--- src/design/hwppm_pkg.sv ---
// Package with the item types, register indexes and helpers of the path point matcher.
package hwppm_pkg;

  localparam int unsigned CfgDataBits = 20;
  localparam int unsigned CfgAddrBits = 2;
  localparam int unsigned HeadingBits = 17;
  localparam int unsigned PointHeadingBits = 16;
  localparam int unsigned CostBits = 32;
  localparam int unsigned DistBits = 31;
  localparam int unsigned WindowBits = 20;
  localparam int unsigned BackBits = 16;
  localparam int unsigned PenaltyBits = 16;
  localparam int unsigned FullTurn = 36000;
  localparam int unsigned HalfTurn = 18000;
  // The penalty of 25/9 mm per 0.01 degree is a multiply by 25 * 2^22 / 9, rounded up,
  // followed by a 22-bit shift; this is exact for every folded heading difference.
  localparam int unsigned PenaltyMult = 11650845;
  localparam int unsigned PenaltyShift = 22;

  typedef enum logic [CfgAddrBits-1:0] {
    REG_SEARCH_WINDOW = 2'd0,
    REG_ACCEPT_LIMIT  = 2'd1,
    REG_BACK_POINTS   = 2'd2
  } reg_index_t;

  typedef enum logic [1:0] {
    BK_IDLE,
    BK_SQRT,
    BK_DECIDE
  } back_state_t;

endpackage

--- src/design/hwppm_front.sv ---
// Front part: takes items, keeps the pose and start index, and queues start and point jobs.
module hwppm_front import hwppm_pkg::*; #(
  parameter int unsigned IndexBits = 16,
  parameter int unsigned CoordBits = 30
) (
  input  logic                        clk,
  input  logic                        rst,
  input  logic                        push,
  output logic                        full,
  input  logic                        action,
  input  logic signed [CoordBits-1:0] car_x,
  input  logic signed [CoordBits-1:0] car_y,
  input  logic signed [HeadingBits-1:0] car_heading,
  input  logic [IndexBits-1:0]        start_hint,
  input  logic                        restart_from_zero,
  input  logic signed [CoordBits-1:0] point_x,
  input  logic signed [CoordBits-1:0] point_y,
  input  logic [PointHeadingBits-1:0] point_heading,
  input  logic [IndexBits-1:0]        point_index,
  input  logic                        last_point,
  input  logic [BackBits-1:0]         back_points,
  input  logic                        job_take,
  output logic                        job_valid,
  output logic                        job_start,
  output logic                        job_last,
  output logic [CoordBits:0]          job_ax,
  output logic [CoordBits:0]          job_ay,
  output logic [PenaltyBits-1:0]      job_penalty,
  output logic [IndexBits-1:0]        job_index
);

  logic signed [CoordBits-1:0]   pose_x;
  logic signed [CoordBits-1:0]   pose_y;
  logic signed [HeadingBits-1:0] pose_heading;
  logic [IndexBits-1:0]          first_index;
  logic                          search_open;

  logic                          slot;
  logic                          emit;
  logic                          load;
  logic signed [CoordBits:0]     dx;
  logic signed [CoordBits:0]     dy;
  logic signed [HeadingBits+1:0] hd;
  logic [HeadingBits+1:0]        hmod;
  logic [HeadingBits+1:0]        hfold;
  logic [HeadingBits+25:0]       hprod;
  logic [IndexBits:0]            back_ext;
  logic [IndexBits:0]            diff;

  assign full = slot && !job_take;

  always_comb begin
    dx = $signed({point_x[CoordBits-1], point_x}) - $signed({pose_x[CoordBits-1], pose_x});
    dy = $signed({point_y[CoordBits-1], point_y}) - $signed({pose_y[CoordBits-1], pose_y});
    hd = $signed({3'b000, point_heading}) - $signed({{2{pose_heading[HeadingBits-1]}}, pose_heading})
         + (HeadingBits+2)'(FullTurn);
    hmod = hd[HeadingBits+1:0];
    if (hmod >= (HeadingBits+2)'(FullTurn)) begin
      hmod = hmod - (HeadingBits+2)'(FullTurn);
    end
    if (hmod >= (HeadingBits+2)'(FullTurn)) begin
      hmod = hmod - (HeadingBits+2)'(FullTurn);
    end
    hfold = (hmod > (HeadingBits+2)'(HalfTurn)) ? (HeadingBits+2)'(FullTurn) - hmod : hmod;
    hprod = (HeadingBits+26)'(hfold) * (HeadingBits+26)'(PenaltyMult);
    emit = push && !full && action && search_open &&
           (last_point || point_index >= first_index);
    load = (push && !full && !action) || emit;
    back_ext = (IndexBits+1)'(back_points);
    diff = {1'b0, start_hint} - back_ext;
  end

  always_ff @(posedge clk) begin
    if (rst) begin
      slot         <= 1'b0;
      search_open  <= 1'b0;
      pose_x       <= '0;
      pose_y       <= '0;
      pose_heading <= '0;
      first_index  <= '0;
    end else begin
      if (load) begin
        slot <= 1'b1;
      end else if (job_take) begin
        slot <= 1'b0;
      end
      if (push && !full && !action) begin
        pose_x       <= car_x;
        pose_y       <= car_y;
        pose_heading <= car_heading;
        search_open  <= 1'b1;
        if (restart_from_zero || diff[IndexBits]) begin
          first_index <= '0;
        end else begin
          first_index <= diff[IndexBits-1:0];
        end
        job_start <= 1'b1;
        job_last  <= 1'b0;
      end else if (emit) begin
        job_start <= 1'b0;
        job_last  <= last_point;
        job_ax    <= dx[CoordBits] ? (CoordBits+1)'(-dx) : (CoordBits+1)'(dx);
        job_ay    <= dy[CoordBits] ? (CoordBits+1)'(-dy) : (CoordBits+1)'(dy);
        job_index <= point_index;
        if (pose_heading >= 0 && pose_heading <= $signed(HeadingBits'(FullTurn))) begin
          job_penalty <= PenaltyBits'(hprod >> PenaltyShift);
        end else begin
          job_penalty <= '0;
        end
        if (last_point) begin
          search_open <= 1'b0;
        end
      end
    end
  end

  assign job_valid = slot;

endmodule

--- config.mk ---
export PLATFORM = sky130hd
export DESIGN_NAME = hwppm_front
export DESIGN_NICKNAME = d
export VERILOG_FILES = /design/src/design/hwppm_pkg.sv /design/src/design/hwppm_front.sv
export SDC_FILE = /design/constraint.sdc
export NUM_CORES = 1
export LEC_CHECK = 0
export ABC_AREA = 1
export BUFFER_PORTS_ARGS = -buffer_cell sky130_fd_sc_hd__buf_2
export CORE_MARGIN = 5
export CORE_UTILIZATION = 54
export DETAILED_ROUTE_END_ITERATION = 10
export PLACE_DENSITY = 0.87
export SLEW_MARGIN = 40
export SYNTH_ARGS = -nofsm -noshare
export SYNTH_HDL_FRONTEND = slang
export SYNTH_SLANG_ARGS = --single-unit
--- constraint.sdc ---
create_clock -name clk -period 11.2 [get_ports clk]
set_input_delay 1.12 -clock clk [delete_from_list [all_inputs] [get_ports clk]]
set_output_delay 1.12 -clock clk [all_outputs]
set_load 0.03 [all_outputs]
==> results.md <==
- Die area: 43500 sq um
- Final worst-path cycle share: 95.33%
- Clock root buffer master: sky130_fd_sc_hd__clkbuf_16
- Setup crit end kind: flip-flop
- Family with the most delay on the worst path: adder cells
- Most frequent CP cell: sky130_fd_sc_hd__nand2_1
- Total routed wirelength: 62220 um
- Final HPWL from detailed placement: 52180 um
- Startpoint type of the worst setup path: input pin
- Overflow left after global routing: 0
- Total vias in the final route: 19490
- Die X-Extent: 208.6 um
- Cells on Worst Hold Path: 2
- Warnings from Yosys: 0
- Post-synthesis sequential area ratio: 22.47%
- Data required time of the worst path: 11.42 ns
- Vias in the first global route: 19400
- Number of DRC violations after detailed routing: 0
- Top achievable clock speed: 93.66 MHz
- Global-route wire length before repair: 98350 um
- Reg-to-reg slack, setup: 0.82 ns
- Total negative slack for setup checks: 0 ns
- Status: completed
- Initial antenna violation count: 25
- Hold path startpoint: pose_x[18]
- Final worst path period need: 10.68 ns
- Inserted Clock Buffers: 17
- Depth of the most critical reg-to-reg path: 53
- Final net count: 3706
- Number of pins with negative max-slew slack in the final report: 0
- DRT Pass-1 Iters: 7
- Number of port buffers: 305
- Final hold violation count: 0
- Share of post-route cells with drive strength above 1: 15.83%
- Critical path buffers and inverters: 8
- Post-route antenna net violation count: 0
- Pin count of the biggest net entering global routing: 102
- Number of rows in the core area: 72
- Crit path kind: in2reg
- Area overhead of the layout relative to synthesis: 14.59%
- Maximum cell stage delay along the critical path: 0.56 ns
- Critical path arrival: 10.89 ns
- Clock sinks: 191
- Final design area excluding fillers: 24390 sq um
- Max FO, Critical Path: 13
- Worst flop-to-flop path endpoint: job_penalty[15]
- Final setup margin: 0.5231 ns
- Dpl ws: 0.09207 ns
- Worst slew margin relative to its limit: 53.53%
- Largest buffer count on any clock path: 2
- Number of maximum-capacitance violations: 0
- Total placed instance area: 23580 sq um
- Final setup violation count: 0
- Slowest cell on the critical path: sky130_fd_sc_hd__fa_1
- Post-Syn Nets: 3378
- Core region area: 38830 sq um
- Capture endpoint of the worst hold path: pose_x[18]
- Clock skew after layout: 0.01353 ns
- Insertion delay of the later-clocked pin in the worst-skew pair: 0.45 ns
- Count of unique library cells instantiated by Yosys: 57
- Die H: 208.6 um
- Class of the tightest hold or removal check: reg2reg
- Cell Area, Synth: 21290 sq um
- Number of levels the H-tree was split into: 4
- Number of cells produced by synthesis: 2755
- Number of synthesized flops with an enable pin: 96
- Effective utilization at floorplan: 54.83%
- Fin Hold WS: 0.4600 ns
- Least-Margin Pin Slew: 0.6954 ns
- Clock-pin slew on the worst setup and hold paths: 0.09 ns
- Most instantiated flip-flop cell in the synthesis netlist: sky130_fd_sc_hd__edfxtp_1
- Average wire per standard cell: 17.15 um
- CTS tree: built
- Via-to-Cell Ratio: 5.372
- Flip-flop and latch count after synthesis: 191
- Mean area per synthesized cell: 7.727 sq um
- Number of design-rule violations left by the first detailed-router iteration: 1374
- Startpoint of the worst register-to-register path: pose_heading[3]
- Gp weighted congestion: 1.015
- Global routing usage summed across all routing layers: 27.93%
- Share of flip-flops with an asynchronous set or reset after synthesis: 0%
- I/O Pins: 306
## worst register-to-register path: cells and delay by family (launching register included)
kind | cells | cell delay (ns)
fa+ha+maj | 10 | 4.25
simple gates | 28 | 3.10
compound gates | 6 | 1.27
buf+inv | 8 | 1.10
flops | 1 | 0.30
xor+xnor | 1 | 0.14
## sequential cells by signal (all words and copies together), names as in the netlist
signal / flops
job_start: 1
job_ax: 31
pose_x: 30
job_index: 16
first_index: 16
pose_y: 30
job_ay: 31
job_valid: 1
job_last: 1
job_penalty: 16
pose_heading: 17
search_open: 1
## routing by layer
layer / track usage, % / share of wire (%)
met5: 0 / 0.15
met4: 11.57 / 4.7
met3: 6.115 / 7.6
met2: 47.70 / 47
met1: 34.32 / 40
## how the worst max path moves through the flow
stage	startpoint	end	slack [ns]	cells after the start
6_report	point_heading[4]	job_penalty[15]	0.52	53
2_1_floorplan	point_heading[1]	job_penalty[15]	0.75	53
3_5_place_dp	point_heading[1]	job_penalty[14]	0.09	52
4_1_cts	point_heading[4]	job_penalty[12]	0.55	53
5_1_grt	point_heading[5]	job_penalty[14]	-0.13	59
3_3_place_gp	point_heading[4]	job_penalty[15]	0.17	54
## through the flow
stage / util (%) / instances
6_report: 62.83 / 3628
2_1_floorplan: - / 2755
4_1_cts: 62.37 / 3607
5_1_grt: 62.82 / 3626
3_5_place_dp: 60.72 / 3575
3_3_place_gp: 60.70 / 3575
## synth_stat cells, types with 6 or more instances
cell                       instances  area, sq um
sky130_fd_sc_hd__ha_1            276         3453
sky130_fd_sc_hd__nand4_1          33        206.5
sky130_fd_sc_hd__edfxtp_1         96         2883
sky130_fd_sc_hd__fa_1            139         2783
sky130_fd_sc_hd__a21oi_1         229         1146
sky130_fd_sc_hd__clkbuf_1         34        127.6
sky130_fd_sc_hd__xnor2_1          47        411.6
sky130_fd_sc_hd__nor2_2            6        37.54
sky130_fd_sc_hd__nand2_4           7        78.83
sky130_fd_sc_hd__nor3_1           33        165.2
sky130_fd_sc_hd__nor2_1          184        690.7
sky130_fd_sc_hd__nand2_2          35        219.0
sky130_fd_sc_hd__and2_1            7        43.79
sky130_fd_sc_hd__a31oi_1          12        75.07
sky130_fd_sc_hd__or2_2            12        75.07
sky130_fd_sc_hd__nand3b_1         10        75.07
sky130_fd_sc_hd__o21ai_0         146        730.7
sky130_fd_sc_hd__nand2_1         428         1607
sky130_fd_sc_hd__inv_1           585         2196
sky130_fd_sc_hd__o21a_1           14        105.1
sky130_fd_sc_hd__dfxtp_1          95         1902
sky130_fd_sc_hd__inv_2            11        41.29
sky130_fd_sc_hd__nor4_1            8        50.05
sky130_fd_sc_hd__xor2_1           99        867.1
sky130_fd_sc_hd__a211oi_1         10        75.07
sky130_fd_sc_hd__o21bai_1         10        75.07
sky130_fd_sc_hd__nand3_1         127        635.6
## logic make-up after synthesis
family,synth area share [%]
simple gates,18.96
fa+ha+maj,29.29
buf+inv,11.50
xor+xnor,6.083
flops,22.47
compound gates,11.69
## final cells by class
type	instances	area (sq um)
fillers	3227	14430
multi-input cells	1925	14170
repair buffers	351	1873
clock inverters	15	212.7
diodes	14	35.03
well taps	518	648.1
clock buffers	17	425.4
flip-flops and latches	191	4785
inverters	597	2243
## what timing repair did
action,CTS,global route
hold buffers,0,0
endpoints found under the setup margin,0,13
setup buffers,0,6
hold endpoints to repair,0,0
gates resized for setup,0,19
## placed cells by master (no fill, tap or decap), types with 10 or more instances in the layout
master	n
sky130_fd_sc_hd__a211oi_1	10
sky130_fd_sc_hd__a21oi_1	227
sky130_fd_sc_hd__a31oi_1	12
sky130_fd_sc_hd__buf_2	306
sky130_fd_sc_hd__buf_4	44
sky130_fd_sc_hd__clkbuf_16	17
sky130_fd_sc_hd__dfxtp_1	95
sky130_fd_sc_hd__diode_2	14
sky130_fd_sc_hd__edfxtp_1	96
sky130_fd_sc_hd__fa_1	138
sky130_fd_sc_hd__ha_1	276
sky130_fd_sc_hd__inv_1	582
sky130_fd_sc_hd__inv_2	13
sky130_fd_sc_hd__nand2_1	428
sky130_fd_sc_hd__nand2_2	35
sky130_fd_sc_hd__nand3_1	125
sky130_fd_sc_hd__nand3b_1	10
sky130_fd_sc_hd__nand4_1	33
sky130_fd_sc_hd__nor2_1	180
sky130_fd_sc_hd__nor3_1	33
sky130_fd_sc_hd__o21a_1	14
sky130_fd_sc_hd__o21ai_0	146
sky130_fd_sc_hd__o21bai_1	10
sky130_fd_sc_hd__or2_2	12
sky130_fd_sc_hd__xnor2_1	43
sky130_fd_sc_hd__xor2_1	99
Power is not shown: default switching activity piles up to over one toggle a cycle in this logic, so the estimate is an artifact.
