--- config.mk ---
export PLATFORM = sky130hd
export DESIGN_NAME = hwppm_back
export DESIGN_NICKNAME = d
export VERILOG_FILES = /design/src/design/hwppm_pkg.sv /design/src/design/hwppm_sqrt.sv /design/src/design/hwppm_back.sv
export SDC_FILE = /design/constraint.sdc
export NUM_CORES = 2
export LEC_CHECK = 0
export BUFFER_PORTS_ARGS = -buffer_cell sky130_fd_sc_hd__buf_2
export CAP_MARGIN = 20
export CORE_MARGIN = 5
export CORE_UTILIZATION = 62
export CTS_BUF_LIST = sky130_fd_sc_hd__clkbuf_2 sky130_fd_sc_hd__clkbuf_4 sky130_fd_sc_hd__clkbuf_8
export CTS_CLUSTER_DIAMETER = 150
export DETAILED_ROUTE_END_ITERATION = 8
export PLACE_DENSITY = 0.79
export SKIP_LAST_GASP = 1
export SLEW_MARGIN = 30
export SYNTH_ARGS = -nofsm -noshare
export SYNTH_HDL_FRONTEND = slang
export SYNTH_HIERARCHICAL = 1
export SYNTH_SLANG_ARGS = --single-unit
--- constraint.sdc ---
create_clock -name clk -period 14.6 [get_ports clk]
set_clock_uncertainty 0.2 [all_clocks]
set_input_delay 3.65 -clock clk [delete_from_list [all_inputs] [get_ports clk]]
set_output_delay 3.65 -clock clk [all_outputs]
set_load 0.1 [all_outputs]
--- src/design/hwppm_pkg.sv ---
// Package with the item types, register indexes and helpers of the path point matcher.
package hwppm_pkg;

  localparam int unsigned CfgDataBits = 20;
  localparam int unsigned CfgAddrBits = 2;
  localparam int unsigned HeadingBits = 17;
  localparam int unsigned PointHeadingBits = 16;
  localparam int unsigned CostBits = 32;
  localparam int unsigned DistBits = 31;
  localparam int unsigned WindowBits = 20;
  localparam int unsigned BackBits = 16;
  localparam int unsigned PenaltyBits = 16;
  localparam int unsigned FullTurn = 36000;
  localparam int unsigned HalfTurn = 18000;
  // The penalty of 25/9 mm per 0.01 degree is a multiply by 25 * 2^22 / 9, rounded up,
  // followed by a 22-bit shift; this is exact for every folded heading difference.
  localparam int unsigned PenaltyMult = 11650845;
  localparam int unsigned PenaltyShift = 22;

  typedef enum logic [CfgAddrBits-1:0] {
    REG_SEARCH_WINDOW = 2'd0,
    REG_ACCEPT_LIMIT  = 2'd1,
    REG_BACK_POINTS   = 2'd2
  } reg_index_t;

  typedef enum logic [1:0] {
    BK_IDLE,
    BK_SQRT,
    BK_DECIDE
  } back_state_t;

endpackage

--- src/design/hwppm_sqrt.sv ---
// Bit-serial integer square root, two radicand bits per cycle.
module hwppm_sqrt import hwppm_pkg::*; #(
  parameter int unsigned RadBits = 62
) (
  input  logic                 clk,
  input  logic                 rst,
  input  logic                 start,
  input  logic [RadBits-1:0]   radicand,
  output logic                 done,
  output logic [RadBits/2-1:0] root
);

  localparam int unsigned RootBits = RadBits / 2;
  localparam int unsigned CntBits = $clog2(RootBits + 1);

  logic [RootBits-1:0] rem;
  logic [RadBits-1:0]  src;
  logic [RootBits-1:0] acc;
  logic [CntBits-1:0]  count;
  logic                busy;
  logic [RootBits+1:0] trial;
  logic [RootBits+1:0] part;
  logic [RootBits+1:0] rest;
  logic                fits;

  always_comb begin
    part  = {rem, src[RadBits-1:RadBits-2]};
    trial = {acc, 2'b01};
    fits  = part >= trial;
    rest  = fits ? part - trial : part;
  end

  always_ff @(posedge clk) begin
    if (rst) begin
      busy  <= 1'b0;
      done  <= 1'b0;
      count <= '0;
    end else begin
      done <= busy && (count == CntBits'(1));
      if (start) begin
        busy  <= 1'b1;
        count <= CntBits'(RootBits);
        src   <= radicand;
        rem   <= '0;
        acc   <= '0;
      end else if (busy) begin
        src   <= {src[RadBits-3:0], 2'b00};
        rem   <= rest[RootBits-1:0];
        acc   <= {acc[RootBits-2:0], fits};
        count <= count - 1'b1;
        if (count == CntBits'(1)) begin
          busy <= 1'b0;
        end
      end
    end
  end

  assign root = acc;

endmodule

--- src/design/hwppm_back.sv ---
// Back part: root of each point distance, best tracking, window logic and result queue.
module hwppm_back import hwppm_pkg::*; #(
  parameter int unsigned IndexBits = 16,
  parameter int unsigned CoordBits = 30
) (
  input  logic                   clk,
  input  logic                   rst,
  input  logic                   job_valid,
  output logic                   job_take,
  input  logic                   job_start,
  input  logic                   job_last,
  input  logic [CoordBits:0]     job_ax,
  input  logic [CoordBits:0]     job_ay,
  input  logic [PenaltyBits-1:0] job_penalty,
  input  logic [IndexBits-1:0]   job_index,
  input  logic [WindowBits-1:0]  search_window_mm,
  input  logic [WindowBits-1:0]  accept_limit_mm,
  input  logic                   pop,
  output logic                   empty,
  output logic                   found,
  output logic [IndexBits-1:0]   match_index,
  output logic [DistBits-1:0]    min_distance
);

  localparam int unsigned RadBits = 2 * CoordBits + 2;

  back_state_t                 state;
  back_state_t                 state_next;
  logic [CostBits-1:0]         best_cost;
  logic [DistBits-1:0]         best_distance;
  logic [IndexBits-1:0]        best_index;
  logic                        in_window;
  logic                        closed;
  logic [PenaltyBits-1:0]      penalty;
  logic [IndexBits-1:0]        index;
  logic [2*CoordBits+1:0]      sq_x;
  logic [2*CoordBits+1:0]      sq_y;
  logic                        sq_go;
  logic                        mul_go;
  logic                        sqrt_done;
  logic [RadBits/2-1:0]        root;
  logic [CostBits-1:0]         cost;
  logic                        out_full;
  logic                        take;
  logic                        improve;
  logic [CostBits-1:0]         new_best;
  logic                        win_now;
  logic                        leave;

  hwppm_sqrt #(.RadBits(RadBits)) u_sqrt (
    .clk      (clk),
    .rst      (rst),
    .start    (sq_go),
    .radicand (sq_x + sq_y),
    .done     (sqrt_done),
    .root     (root)
  );

  always_comb begin
    cost     = CostBits'(root) + CostBits'(penalty);
    improve  = cost < best_cost;
    new_best = improve ? cost : best_cost;
    win_now  = in_window || (cost < CostBits'(search_window_mm));
    leave    = win_now && (cost > CostBits'(search_window_mm));
  end

  always_comb begin
    state_next = state;
    take = 1'b0;
    unique case (state)
      BK_IDLE: begin
        if (job_valid && !(job_last && out_full)) begin
          take = 1'b1;
          if (!job_start && !job_last && !closed) begin
            state_next = BK_SQRT;
          end
        end
      end
      BK_SQRT: begin
        if (sqrt_done) begin
          state_next = BK_DECIDE;
        end
      end
      BK_DECIDE: begin
        if (!(leave && new_best < CostBits'(accept_limit_mm) && out_full)) begin
          state_next = BK_IDLE;
        end
      end
      default: state_next = BK_IDLE;
    endcase
  end

  assign job_take = take;
  assign empty = !out_full;

  always_ff @(posedge clk) begin
    if (rst) begin
      state     <= BK_IDLE;
      out_full  <= 1'b0;
      mul_go    <= 1'b0;
      sq_go     <= 1'b0;
      closed    <= 1'b0;
      in_window <= 1'b0;
      best_cost <= '1;
      best_distance <= '1;
      best_index <= '0;
    end else begin
      state  <= state_next;
      mul_go <= (state == BK_IDLE) && (state_next == BK_SQRT);
      sq_go  <= mul_go;
      if (pop && out_full) begin
        out_full <= 1'b0;
      end
      if (state == BK_IDLE && take) begin
        if (job_start) begin
          best_cost     <= '1;
          best_distance <= '1;
          best_index    <= '0;
          in_window     <= 1'b0;
          closed        <= 1'b0;
        end else if (job_last) begin
          if (!closed) begin
            out_full     <= 1'b1;
            found        <= best_cost < CostBits'(accept_limit_mm);
            match_index  <= (best_cost < CostBits'(accept_limit_mm)) ? best_index : '0;
            min_distance <= best_distance;
          end
          closed <= 1'b1;
        end else if (!closed) begin
          sq_x    <= (2*CoordBits+2)'(job_ax) * (2*CoordBits+2)'(job_ax);
          sq_y    <= (2*CoordBits+2)'(job_ay) * (2*CoordBits+2)'(job_ay);
          penalty <= job_penalty;
          index   <= job_index;
        end
      end
      if (state == BK_DECIDE && state_next == BK_IDLE) begin
        if (improve) begin
          best_cost     <= cost;
          best_distance <= DistBits'(root);
          best_index    <= index;
        end
        if (leave && new_best > CostBits'(accept_limit_mm)) begin
          in_window <= 1'b0;
        end else begin
          in_window <= win_now;
        end
        if (leave && new_best < CostBits'(accept_limit_mm)) begin
          out_full     <= 1'b1;
          found        <= 1'b1;
          match_index  <= improve ? index : best_index;
          min_distance <= improve ? DistBits'(root) : best_distance;
          closed       <= 1'b1;
        end
      end
    end
  end

endmodule

==> results by group <==
Cells and area
  • Fin nets: 10400
  • Synth-to-layout area growth: 4.83%
  • Ratio of cells with drive above 1 in the final layout: 0.0598
  • # fillers: 9612

Setup path
  • CP Max Fanout: 25
  • CP top delay family: adder cells
  • CP Data Required Time: 14800 ps
  • CP Buf/Inv Count: 6
  • CP max stage cell: a221oi_1
  • Kind of critical path: input pin to register
  • CP Capture Type: register
  • Arrival @ worst endpoint: 13030 ps
  • Crit-path max cell delay: 950 ps
  • Critical Path Most Common Cell: fa_1
  • Startpoint type of the worst setup path: input pin

CTS
  • CTS Hold Bufs: 0
  • CTS Sinks: 419
  • CTS H-tree depth: 3
  • Setup Fix Bufs, Post-CTS: 0
  • Reg clk slew, reported paths: 60 ps
  • Root buf cell: clkbuf_8
  • Clk Latency, worst-skew pair: 710 ps
  • CTS tree: built
  • # resized after CTS: 0
  • Clock buffer depth: 3
  • Cts bufs inserted: 75

Detailed routing
  • Detail Route Antenna Nets: 0
  • Initial DRC Count: 3993
  • Via count: 55700
  • Remaining DRCs: 0
  • WL final: 192 mm
  • Iteration count of the initial detailed-routing pass: 8
  • Routed len/inst: 19.6 um
  • Via density: 5.69

Global route
  • Largest net degree at the start of global routing: 139
  • First-pass GRT wire length: 313 mm
  • Initial antenna violation count: 6
  • Vias in the first global route: 61700
  • All-Layer GR Usage: 0.298
  • GR Overflow Total: 0

Yosys
  • Synth area leaders: fa_1 (39%), edfxtp_1 (13%), ha_1 (12%), inv_1 (9.8%), nand2_1 (3.2%)
  • Syn Nets: 10400
  • Synth unique cells: 101
  • Mapped Cells: 8060
  • Main synth FF type: edfxtp_1
  • Synth warn: 6
  • Top cell type's share of synthesized area: 0.388
  • Async set-reset flop share out of synthesis: 0
  • Syn Area/Cell: 9.61 um^2
  • EDFF count, synth: 326
  • Leading area contributor after synthesis: fa_1
  • Post-synthesis sequential area ratio: 0.150
  • Seq cells post-synth: 419
  • Mapped Area: 77400 um^2

Placement
  • I/O Buffers: 189
  • HPWL Detailed: 152 mm
  • Gpl congestion: 0.951

Timing
  • Final setup fails: 0
  • Max Slew Vio Count: 0
  • Final Hold Viols: 0
  • Fin crit share: 0.879
  • Fmax: 78.0 MHz
  • Worst hold slack: 247 ps
  • RSZ-0062 raised after global routing: no
  • Worst-margin pin slew: 1110 ps
  • Minimum clock period: 12830 ps
  • Final setup TNS: 0 ps
  • Slew headroom: 0.261

Status
  • Outcome: finished clean

Floorplan
  • Die Height: 363 um
  • Die X: 363 um
  • Die area: 132000 um^2
  • Starting Density: 0.625
  • Row Count: 129
  • Core ar.: 124000 um^2
  • # IOs: 190

Worst hold path
  • Worst hold-check path type: register to register

Run
  • Max-cap violations: 0
-- cells in the final DEF (no fill, tap or decap), types with 12 or more instances in the layout --
cell type and instances:
buf_4 30, o211ai_1 24, fa_1 1501, nand2b_1 26, and2_1 352, nor2_1 425
o22ai_1 33, clkinv_2 13, ha_1 729, edfxtp_1 326, clkbuf_4 21, nand3b_1 12
nand4_1 49, and3_1 24, a21oi_1 217, xor2_1 85, xnor2_1 151, o21bai_1 19
a21o_1 146, a31oi_1 22, clkbuf_8 81, buf_2 189, a21boi_0 15, o21ai_0 187
o31ai_1 12, mux2i_1 42, dfxtp_1 92, nand3_1 79, o21a_1 42, clkinv_1 25
nor3_1 127, nand2_1 661, inv_1 2019, mux2_2 62, or2_2 14, nor2b_1 49
a211oi_1 29
-- per-stage QoR --
| step | cell area (um^2) | util | cells | setup slack [ps] |
|---|---|---|---|---|
| after detailed placement | 79600 | 0.642 | 9638 | 1340 |
| final | 81200 | 0.655 | 9777 | 1770 |
| after global routing | 81200 | 0.655 | 9776 | 1570 |
| after floorplan | 77400 | - | 8060 | 2550 |
| after CTS | 81200 | 0.655 | 9775 | 2020 |
| after global placement | 79600 | 0.642 | 9637 | 1530 |
-- path summary, 6_finish.rpt --
kind	startpoint	to	slack, ps	cells after the start
min	mul_go	sq_go	250	1
max	job_ax[10]	sq_x[59]	1770	27
max reg2reg	u_sqrt/root[0]	best_distance[27]	4220	31
min reg2reg	mul_go	sq_go	250	1
-- logic make-up (layout without fill, tap and decap cells) --
group	count (synthesis)	in the layout	share of synthesized area
adders and majority gates	2230	2230	0.506
muxes	104	104	0.0144
buffers and inverters	2318	2396	0.114
AOI/OAI and AO/OA	851	851	0.0715
DFF	419	419	0.150
xor gates and xnor gates	236	236	0.0267
and+or+nand+nor	1902	1902	0.118
other	0	2	0
-- worst reg2reg max path, delay by kind of cell (launching register included) --
kind            cells  cell delay (ps)
buf+inv             3             1070
fa+ha+maj           4             1300
flops               1              530
mux                 1              210
simple gates        6             1310
xor+xnor            1              110
compound gates     16             5560
-- layer usage --
metal / share of wire / up-vias / global-route usage
met5: 0.00028 / - / 0
met4: 0.054 / 8 / 0.138
met3: 0.078 / 687 / 0.0553
met2: 0.50 / 2322 / 0.525
met1: 0.37 / 27700 / 0.357
li1: - / 24900 / -
-- layout make-up --
type,instances,area (um^2),area share
clock inverter,35,293,0.00361
multi-input combinational,5323,57100,0.703
tap,1637,2050,0.0252
inverter,2039,7650,0.0943
clock buffer,102,1270,0.0157
sequential,419,11700,0.144
timing repair buffer,220,1190,0.0147
antenna,2,5.00,0.0000617
-- synth_stat cells, types with 85 or more instances --
master,n
inv_1,2020
fa_1,1501
ha_1,729
nand2_1,661
nor2_1,427
and2_1,353
edfxtp_1,326
clkbuf_1,246
a21oi_1,218
o21ai_0,187
xnor2_1,151
a21o_1,146
nor3_1,127
dfxtp_1,93
xor2_1,85
-- sequential cells by signal (all words and copies together), names as in the netlist, 5 cells and up --
name / flops
u_sqrt/rem: 31
u_sqrt/count: 5
best_distance: 31
match_index: 16
penalty: 16
best_index: 16
best_cost: 32
sq_x: 61
u_sqrt/root: 31
min_distance: 31
sq_y: 61
u_sqrt/src: 62
index: 16
Power is not shown: default switching activity piles up to over one toggle a cycle in this logic, so the estimate is an artifact.
